<file path="config.mk">
export PLATFORM = sky130hd
export DESIGN_NAME = lru_page_cache_core
export DESIGN_NICKNAME = d
export VERILOG_FILES = /design/src/rtl/lpc_pkg.sv /design/src/rtl/lpc_ram.sv /design/src/rtl/lpc_ctrl.sv /design/src/rtl/lpc_datapath.sv /design/src/rtl/lru_page_cache_core.sv
export SDC_FILE = /design/constraint.sdc
export NUM_CORES = 2
export LEC_CHECK = 0
export ABC_AREA = 0
export BUFFER_PORTS_ARGS = -buffer_cell sky130_fd_sc_hd__buf_2
export CORE_MARGIN = 4
export CORE_UTILIZATION = 63
export DETAILED_ROUTE_END_ITERATION = 12
export GPL_ROUTABILITY_DRIVEN = 0
export PLACE_DENSITY_LB_ADDON = 0.05
export SYNTH_ARGS = -nofsm -noshare
export SYNTH_HDL_FRONTEND = slang
export SYNTH_SLANG_ARGS = --single-unit
export TNS_END_PERCENT = 30
</file>
<file path="constraint.sdc">
create_clock -name aclk -period 8.15 [get_ports aclk]
set_clock_uncertainty 0.2 [all_clocks]
set_input_delay 0.815 -clock aclk [delete_from_list [all_inputs] [get_ports aclk]]
set_output_delay 0.815 -clock aclk [all_outputs]
set_load 0.02 [all_outputs]
</file>
<file path="src/rtl/lpc_pkg.sv">
package lpc_pkg;

    // Field widths of one input word and one result word.
    localparam int PAGE_ID_W   = 32;
    localparam int PAGE_REF_W  = 32;
    localparam int VALUE_W     = 32;
    localparam int S_TDATA_W   = PAGE_ID_W + PAGE_REF_W;
    localparam int M_TDATA_W   = VALUE_W + PAGE_ID_W;
    localparam int M_TUSER_W   = 2;

    // Capacity register.
    localparam int          CAP_W     = 5;
    localparam logic [4:0]  CAP_RESET = 5'd16;

    // Default number of entries.
    localparam int ENTRIES_DEFAULT = 16;

    // Operation codes carried on s_tuser.
    localparam logic CMD_LOOKUP = 1'b0;
    localparam logic CMD_STORE  = 1'b1;

    // Controller states.
    typedef enum logic [1:0] {
        ST_IDLE,
        ST_MATCH,
        ST_COMMIT
    } lpc_state_t;

    // Commands from the controller to the datapath.
    typedef struct packed {
        logic load;
        logic match;
        logic commit;
    } lpc_cmd_t;

    // Status from the datapath to the controller.
    typedef struct packed {
        logic out_free;
    } lpc_status_t;

endpackage

</file>
<file path="src/rtl/lpc_ram.sv">
module lpc_ram
    import lpc_pkg::*;
#(
    parameter int WIDTH = 32,
    parameter int DEPTH = 16
) (
    input  logic                     aclk,
    input  logic                     we,
    input  logic [$clog2(DEPTH)-1:0] waddr,
    input  logic [WIDTH-1:0]         wdata,
    input  logic                     re,
    input  logic [$clog2(DEPTH)-1:0] raddr,
    output logic [WIDTH-1:0]         rdata
);

    logic [WIDTH-1:0] mem_reg [DEPTH];
    logic [WIDTH-1:0] rdata_reg;

    // One write port and one registered read port.
    always_ff @(posedge aclk) begin
        if (we) begin
            mem_reg[waddr] <= wdata;
        end
        if (re) begin
            rdata_reg <= mem_reg[raddr];
        end
    end

    assign rdata = rdata_reg;

endmodule

</file>
<file path="src/rtl/lpc_ctrl.sv">
module lpc_ctrl
    import lpc_pkg::*;
(
    input  logic        aclk,
    input  logic        aresetn,
    input  logic        s_tvalid,
    output logic        s_tready,
    input  lpc_status_t status,
    output lpc_cmd_t    cmd
);

    lpc_state_t state_reg;
    lpc_state_t state_next;

    // State register.
    always_ff @(posedge aclk) begin
        if (!aresetn) begin
            state_reg <= ST_IDLE;
        end else begin
            state_reg <= state_next;
        end
    end

    // Next state: a word is matched for one cycle, then committed once the
    // output register can take its result.
    always_comb begin
        state_next = state_reg;
        unique case (state_reg)
            ST_IDLE: begin
                if (s_tvalid) begin
                    state_next = ST_MATCH;
                end
            end
            ST_MATCH: begin
                state_next = ST_COMMIT;
            end
            ST_COMMIT: begin
                if (status.out_free) begin
                    state_next = s_tvalid ? ST_MATCH : ST_IDLE;
                end
            end
            default: begin
                state_next = ST_IDLE;
            end
        endcase
    end

    // Outputs: the next word is taken in the same cycle as the commit.
    always_comb begin
        s_tready   = 1'b0;
        cmd.match  = 1'b0;
        cmd.commit = 1'b0;
        unique case (state_reg)
            ST_IDLE: begin
                s_tready = 1'b1;
            end
            ST_MATCH: begin
                cmd.match = 1'b1;
            end
            ST_COMMIT: begin
                s_tready   = status.out_free;
                cmd.commit = status.out_free;
            end
            default: begin
                s_tready = 1'b0;
            end
        endcase
        cmd.load = s_tvalid && s_tready;
    end

endmodule

</file>
<file path="src/rtl/lpc_datapath.sv">
module lpc_datapath
    import lpc_pkg::*;
#(
    parameter int ENTRIES = ENTRIES_DEFAULT
) (
    input  logic                 aclk,
    input  logic                 aresetn,
    input  lpc_cmd_t             cmd,
    output lpc_status_t          status,
    input  logic [S_TDATA_W-1:0] s_tdata,
    input  logic                 s_tuser,
    output logic                 m_tvalid,
    input  logic                 m_tready,
    output logic [M_TDATA_W-1:0] m_tdata,
    output logic [M_TUSER_W-1:0] m_tuser,
    input  logic                 cfg_we,
    input  logic [CAP_W-1:0]     cfg_wdata
);

    localparam int IDX_W  = $clog2(ENTRIES);
    localparam int RANK_W = $clog2(ENTRIES);
    localparam int CNT_W  = $clog2(ENTRIES + 1);
    localparam int CMP_W  = (CNT_W > CAP_W) ? CNT_W : CAP_W;

    // Capacity register.
    logic [CAP_W-1:0] cap_reg;

    always_ff @(posedge aclk) begin
        if (!aresetn) begin
            cap_reg <= CAP_RESET;
        end else if (cfg_we) begin
            cap_reg <= cfg_wdata;
        end
    end

    // Item registers, loaded when a word is accepted.
    logic                  item_cmd_reg;
    logic [PAGE_ID_W-1:0]  item_key_reg;
    logic [PAGE_REF_W-1:0] item_ref_reg;

    always_ff @(posedge aclk) begin
        if (cmd.load) begin
            item_cmd_reg <= s_tuser;
            item_key_reg <= s_tdata[PAGE_ID_W-1:0];
            item_ref_reg <= s_tdata[S_TDATA_W-1:PAGE_ID_W];
        end
    end

    // Entry state: keys, ranks and valid bits in flops, values in RAM.
    logic [PAGE_ID_W-1:0] key_reg   [ENTRIES];
    logic [RANK_W-1:0]    rank_reg  [ENTRIES];
    logic [RANK_W-1:0]    rank_next [ENTRIES];
    logic [ENTRIES-1:0]   valid_reg;
    logic [ENTRIES-1:0]   valid_next;
    logic [CNT_W-1:0]     count_reg;
    logic [CNT_W-1:0]     count_next;

    // Clamp the capacity to 1 .. ENTRIES and compare with the fill count.
    logic [CMP_W-1:0] eff_cap;
    logic             full;

    always_comb begin
        if (cap_reg == '0) begin
            eff_cap = CMP_W'(1);
        end else if (CMP_W'(cap_reg) > CMP_W'(ENTRIES)) begin
            eff_cap = CMP_W'(ENTRIES);
        end else begin
            eff_cap = CMP_W'(cap_reg);
        end
        full = CMP_W'(count_reg) >= eff_cap;
    end

    // Associative match. The least recent entry is the valid one whose rank
    // equals the count minus one, since valid ranks are always 0 .. count-1.
    logic [RANK_W-1:0]  last_rank;
    logic [ENTRIES-1:0] match_vec;
    logic [ENTRIES-1:0] oldest_vec;
    logic [ENTRIES-1:0] free_vec;
    logic               hit_c;
    logic               evict_c;
    logic [IDX_W-1:0]   hit_idx_c;
    logic [IDX_W-1:0]   victim_idx_c;
    logic [IDX_W-1:0]   ins_idx_c;

    assign last_rank = RANK_W'(count_reg - CNT_W'(1));

    always_comb begin
        for (int i = 0; i < ENTRIES; i++) begin
            match_vec[i]  = valid_reg[i] && (key_reg[i] == item_key_reg);
            oldest_vec[i] = valid_reg[i] && (rank_reg[i] == last_rank);
        end
        hit_c   = |match_vec;
        evict_c = (item_cmd_reg == CMD_STORE) && !hit_c && full;
        for (int i = 0; i < ENTRIES; i++) begin
            free_vec[i] = !valid_reg[i] || (evict_c && oldest_vec[i]);
        end
    end

    // Priority encoders: each picks the lowest set index.
    always_comb begin
        hit_idx_c    = '0;
        victim_idx_c = '0;
        ins_idx_c    = '0;
        for (int i = ENTRIES - 1; i >= 0; i--) begin
            if (match_vec[i]) begin
                hit_idx_c = IDX_W'(i);
            end
            if (oldest_vec[i]) begin
                victim_idx_c = IDX_W'(i);
            end
            if (free_vec[i]) begin
                ins_idx_c = IDX_W'(i);
            end
        end
    end

    // Match results, held for the commit cycle.
    logic             hit_reg;
    logic             evict_reg;
    logic [IDX_W-1:0] hit_idx_reg;
    logic [IDX_W-1:0] victim_idx_reg;
    logic [IDX_W-1:0] ins_idx_reg;

    always_ff @(posedge aclk) begin
        if (cmd.match) begin
            hit_reg        <= hit_c;
            evict_reg      <= evict_c;
            hit_idx_reg    <= hit_idx_c;
            victim_idx_reg <= victim_idx_c;
            ins_idx_reg    <= ins_idx_c;
        end
    end

    // Value store: read at the hit entry during match, written on commit.
    logic                 ram_we;
    logic [IDX_W-1:0]     ram_waddr;
    logic [VALUE_W-1:0]   ram_rdata;
    logic                 store_miss;
    logic [RANK_W-1:0]    hit_rank;

    assign store_miss = (item_cmd_reg == CMD_STORE) && !hit_reg;
    assign ram_we     = cmd.commit && (item_cmd_reg == CMD_STORE);
    assign ram_waddr  = hit_reg ? hit_idx_reg : ins_idx_reg;
    assign hit_rank   = rank_reg[hit_idx_reg];

    lpc_ram #(
        .WIDTH (VALUE_W),
        .DEPTH (ENTRIES)
    ) u_value_ram (
        .aclk  (aclk),
        .we    (ram_we),
        .waddr (ram_waddr),
        .wdata (item_ref_reg),
        .re    (cmd.match),
        .raddr (hit_idx_c),
        .rdata (ram_rdata)
    );

    // Recency, valid and count update for the commit cycle.
    always_comb begin
        valid_next = valid_reg;
        count_next = count_reg;
        for (int i = 0; i < ENTRIES; i++) begin
            rank_next[i] = rank_reg[i];
        end
        if (cmd.commit && hit_reg) begin
            // A hit ages every entry that was more recent than the hit one.
            for (int i = 0; i < ENTRIES; i++) begin
                if (IDX_W'(i) == hit_idx_reg) begin
                    rank_next[i] = '0;
                end else if (valid_reg[i] && (rank_reg[i] < hit_rank)) begin
                    rank_next[i] = rank_reg[i] + RANK_W'(1);
                end
            end
        end else if (cmd.commit && store_miss) begin
            // An insert ages every surviving entry and drops the victim.
            if (evict_reg) begin
                valid_next[victim_idx_reg] = 1'b0;
            end else begin
                count_next = count_reg + CNT_W'(1);
            end
            for (int i = 0; i < ENTRIES; i++) begin
                if (IDX_W'(i) == ins_idx_reg) begin
                    rank_next[i] = '0;
                end else if (evict_reg && (IDX_W'(i) == victim_idx_reg)) begin
                    rank_next[i] = '0;
                end else if (valid_reg[i]) begin
                    rank_next[i] = rank_reg[i] + RANK_W'(1);
                end
            end
            valid_next[ins_idx_reg] = 1'b1;
        end
    end

    always_ff @(posedge aclk) begin
        if (!aresetn) begin
            valid_reg <= '0;
            count_reg <= '0;
            for (int i = 0; i < ENTRIES; i++) begin
                rank_reg[i] <= '0;
            end
        end else begin
            valid_reg <= valid_next;
            count_reg <= count_next;
            for (int i = 0; i < ENTRIES; i++) begin
                rank_reg[i] <= rank_next[i];
            end
        end
    end

    // Key write on insert.
    always_ff @(posedge aclk) begin
        if (cmd.commit && store_miss) begin
            key_reg[ins_idx_reg] <= item_key_reg;
        end
    end

    // Output register.
    logic                 m_tvalid_reg;
    logic                 m_tvalid_next;
    logic [M_TDATA_W-1:0] m_tdata_reg;
    logic [M_TUSER_W-1:0] m_tuser_reg;
    logic [VALUE_W-1:0]   value_c;
    logic [PAGE_ID_W-1:0] evicted_id_c;

    assign status.out_free = !m_tvalid_reg || m_tready;

    always_comb begin
        value_c      = (hit_reg && (item_cmd_reg == CMD_LOOKUP)) ? ram_rdata : '0;
        evicted_id_c = evict_reg ? key_reg[victim_idx_reg] : '0;
        if (cmd.commit) begin
            m_tvalid_next = 1'b1;
        end else if (m_tready) begin
            m_tvalid_next = 1'b0;
        end else begin
            m_tvalid_next = m_tvalid_reg;
        end
    end

    always_ff @(posedge aclk) begin
        if (!aresetn) begin
            m_tvalid_reg <= 1'b0;
        end else begin
            m_tvalid_reg <= m_tvalid_next;
        end
    end

    always_ff @(posedge aclk) begin
        if (cmd.commit) begin
            m_tdata_reg <= {evicted_id_c, value_c};
            m_tuser_reg <= {evict_reg, hit_reg};
        end
    end

    assign m_tvalid = m_tvalid_reg;
    assign m_tdata  = m_tdata_reg;
    assign m_tuser  = m_tuser_reg;

endmodule

</file>
<file path="src/rtl/lru_page_cache_core.sv">
// Each accepted word takes a match cycle over all entry keys, then a commit
// cycle that updates ranks, keys and the value RAM port and loads the output
// register once it is free; the next word can be taken in that commit cycle.
// Reset clears all valid bits and the fill count at once and sets capacity to
// 16; key and value storage is not cleared.
module lru_page_cache_core
    import lpc_pkg::*;
#(
    parameter int ENTRIES = ENTRIES_DEFAULT
) (
    input  logic                 aclk,
    input  logic                 aresetn,
    input  logic                 s_tvalid,
    output logic                 s_tready,
    input  logic [S_TDATA_W-1:0] s_tdata,   // page_id [31:0], page_ref [63:32]
    input  logic                 s_tuser,   // cmd [0]
    output logic                 m_tvalid,
    input  logic                 m_tready,
    output logic [M_TDATA_W-1:0] m_tdata,   // value [31:0], evicted_page_id [63:32]
    output logic [M_TUSER_W-1:0] m_tuser,   // hit [0], evicted [1]
    input  logic                 cfg_we,
    input  logic [CAP_W-1:0]     cfg_wdata  // capacity [4:0]
);

    lpc_cmd_t    cmd;
    lpc_status_t status;

    // Sequencer.
    lpc_ctrl u_ctrl (
        .aclk     (aclk),
        .aresetn  (aresetn),
        .s_tvalid (s_tvalid),
        .s_tready (s_tready),
        .status   (status),
        .cmd      (cmd)
    );

    // Entry storage, match logic and output register.
    lpc_datapath #(
        .ENTRIES (ENTRIES)
    ) u_datapath (
        .aclk      (aclk),
        .aresetn   (aresetn),
        .cmd       (cmd),
        .status    (status),
        .s_tdata   (s_tdata),
        .s_tuser   (s_tuser),
        .m_tvalid  (m_tvalid),
        .m_tready  (m_tready),
        .m_tdata   (m_tdata),
        .m_tuser   (m_tuser),
        .cfg_we    (cfg_we),
        .cfg_wdata (cfg_wdata)
    );

endmodule

</file>
==> run metrics <==
crit share post-route=roughly 74%; number of global-route vias before repair=between 30000 and 40000; antenna violations before repair=13; clock power share=a little over two fifths; DPL Wire Length=123000 um; Yosys cell types=between 70 and 80; min Tclk post-route=5.99 ns; die span in x=~320 um; die area=0.102 mm2; count of final setup violators=0; status=finished clean; global-route wire length before repair=approximately 270000 um; Core ar.=0.0956 mm2; aggregate routed wire length=between 150000 and 200000 um; crit path DAT=6.31 ns; asr flop ratio synth=0%; Die Y=319 um; area grow syn2layout=11.6%; Max Fclk=between 0.15 and 0.2 GHz; pin count of the biggest net entering global routing=between 100 and 150; LEAKAGE=22.7 nW; dominant synthesized flop cell=edfxtp_1; CTS sink cnt=1298; PD cells=between 200 and 250 mW/mm2; initial core utilization=between 60% and 70%; fin nets=roughly 4600; clk slew on worst S/H paths=about 0.060 ns; Ys Warns=0; H-tree Lvls=4; register area share after synthesis=62.3%; io pins=between 100 and 150; # rows=~110; cell count after synthesis=between 4000 and 5000; Post-Syn Area=0.0610 mm2; RSZ-0062 raised after global routing=no; Post-DRT Antenna Nets=0; Post-synth EDFFs=1201; Synth Net Count=4420; Sw Ratio=22.6%; Vias=40700; wire per inst=roughly 32 um; cts repair resizes=0; GRT Residual Overflow=0; critical path class=reg2reg; Final Slew Violations=0; critical path fanouts, max=86; Avg Cell Area, Syn=about 14 um2; GRT Total Usage=36.5%; Psw=approximately 0.0032 W; Int Pwr=0.0110 W; Synth Register Bits=between 1000 and 1500; final hold violation count=0; startpoint types=flip-flop; slew of the pin with the lowest slew margin=1.24 ns; Area after DPL=0.0633 mm2; Post-synth top cells=edfxtp_1 (1201), xor2_1 (392), xnor2_1 (189), mux4_2 (179), nand2_1 (174); peak supply drop=about 0.0002 V; final instance area=0.0681 mm2; top cells by area, synth=edfxtp_1 (59%), mux4_2 (6.6%), xor2_1 (5.6%); CTS tree=done; Pre-antenna DRT Iters=9; drt drc=0; Clk Latency, worst-skew pair=just under 0.8 ns; DR iter-0 viols=approximately 6700; Flop pwr share=about 52%; number of port buffers=142; top-count cell post-synth=edfxtp_1; CTS buffer count=137; worst-case clock buffer depth=3; Hold WC Path Type=in2reg; Avg Vias per Cell=approximately 7.0; clock root buffer=clkbuf_16; Finished Core Util=between 70% and 80%; relative slew slack=about 17%; post-synth top area share=around three fifths; Worst Path Required=between 8 and 9 ns; leading area contributor after synthesis=edfxtp_1; total of max-cap violations=0; Crit. End Element=flip-flop; Total Neg Setup Slack=0 ns; Comb pwr share=around 4.6%; share of layout cells above drive strength 1=15.8%
per-stage QoR:
stage | setup WS (ns) | power [W] | cells | hold WS (ns)
3_5_place_dp | 2.34 | 0.00817 | 5550 | 0.295
5_1_grt | 2.02 | 0.0146 | 5833 | 0.0236
2_1_floorplan | 1.23 | 0.00790 | 4274 | 0.224
6_report | 2.16 | 0.0143 | 5837 | 0.0351
3_3_place_gp | 2.47 | 0.00817 | 5550 | 0.280
4_1_cts | 2.33 | 0.0143 | 5833 | 0.00148
cells by family after synthesis:
kind of cell	after synthesis	share of synthesized area, %
AOI/OAI and AO/OA	546	6.17
xor gates and xnor gates	581	8.34
adders and majority gates	71	1.46
buffers and inverters	314	2.47
DFF	1298	62.3
muxes	290	8.46
and+or+nand+nor	1174	10.9
layout make-up:
class	count	area (um2)
fill	6340	27400
antenna	4	10.0
sequential	1298	38000
multi-input combinational	2662	21900
clock buffer	171	3610
timing repair buffer	290	1940
inverter	73	274
tap	1265	1580
clock inverter	74	828
final timing paths:
path              depth (start not counted)                   startpoint  slack, ns                               to
hold / removal                            1                  s_tdata[30]       0.04      u_datapath.item_key_reg[30]
setup / recovery                         14  u_datapath.item_key_reg[31]       2.16  u_datapath.u_value_ram.rdata[2]
hold reg to reg                           2          u_datapath.m_tvalid       0.31              u_datapath.m_tvalid
setup reg to reg                         14  u_datapath.item_key_reg[31]       2.16  u_datapath.u_value_ram.rdata[2]
metal layers:
metal,share of wire (%),track usage [%]
met1,37,51.4
met2,43,51.9
met3,15,12.8
met4,4.8,15.9
met5,0.22,0
placed cells by master, fill, tap and decap left out, types with 21 or more instances in the layout:
cell type / Yosys / final
buf_4: 17 / 108
xnor2_1: 189 / 188
a22oi_1: 32 / 32
nand2_1: 174 / 174
clkbuf_16: 0 / 138
inv_1: 72 / 71
nor3b_1: 41 / 41
or3_1: 41 / 41
and2_1: 85 / 84
nand4b_1: 22 / 22
a22o_1: 33 / 33
xor2_1: 392 / 391
o22ai_1: 47 / 47
ha_1: 71 / 71
dlygate4sd3_1: 0 / 38
mux2i_1: 93 / 93
o21a_1: 53 / 53
nor4_1: 161 / 161
a21oi_1: 112 / 112
nor2_4: 0 / 34
nor2_1: 136 / 100
buf_2: 46 / 142
nand3_1: 104 / 103
mux4_2: 179 / 179
nand4_1: 156 / 156
edfxtp_1: 1201 / 1201
clkinv_1: 1 / 21
o21ai_0: 90 / 90
o2111ai_1: 32 / 32
dfxtp_1: 97 / 97
nor3_1: 50 / 50
o221ai_1: 32 / 32
a211o_1: 28 / 28
nor2b_1: 23 / 22
nand2b_1: 71 / 71
clkinv_2: 0 / 25
clkbuf_1: 126 / 30
and2_0: 27 / 27
power groups by stage:
stage	Sequential [W]	Clock [W]	Combinational, W
after floorplan	0.00753	0	0.000371
final	0.00742	0.00618	0.000663
after global placement	0.00755	0	0.000613
after global routing	0.00742	0.00651	0.000680
after CTS	0.00742	0.00622	0.000634
after detailed placement	0.00756	0	0.000617
timing repair:
item	in CTS	in global routing
hold endpoints to repair	38	0
hold buffers	38	0
setup buffers	0	0
worst max-delay path, stage by stage (launching register included):
cell and delay (ns):
edfxtp_1 1.17, xor2_1 0.21, nor4_1 0.43, nand3_1 0.12, or4_1 0.53, nand2b_1 0.24, a21boi_4 0.17, buf_4 0.58
o21ba_4 0.25, buf_4 0.41, and2_1 0.29, buf_4 0.31, a21oi_1 0.24, o221ai_1 0.16, or3_1 0.39
Power figures use the tool's default switching activity.
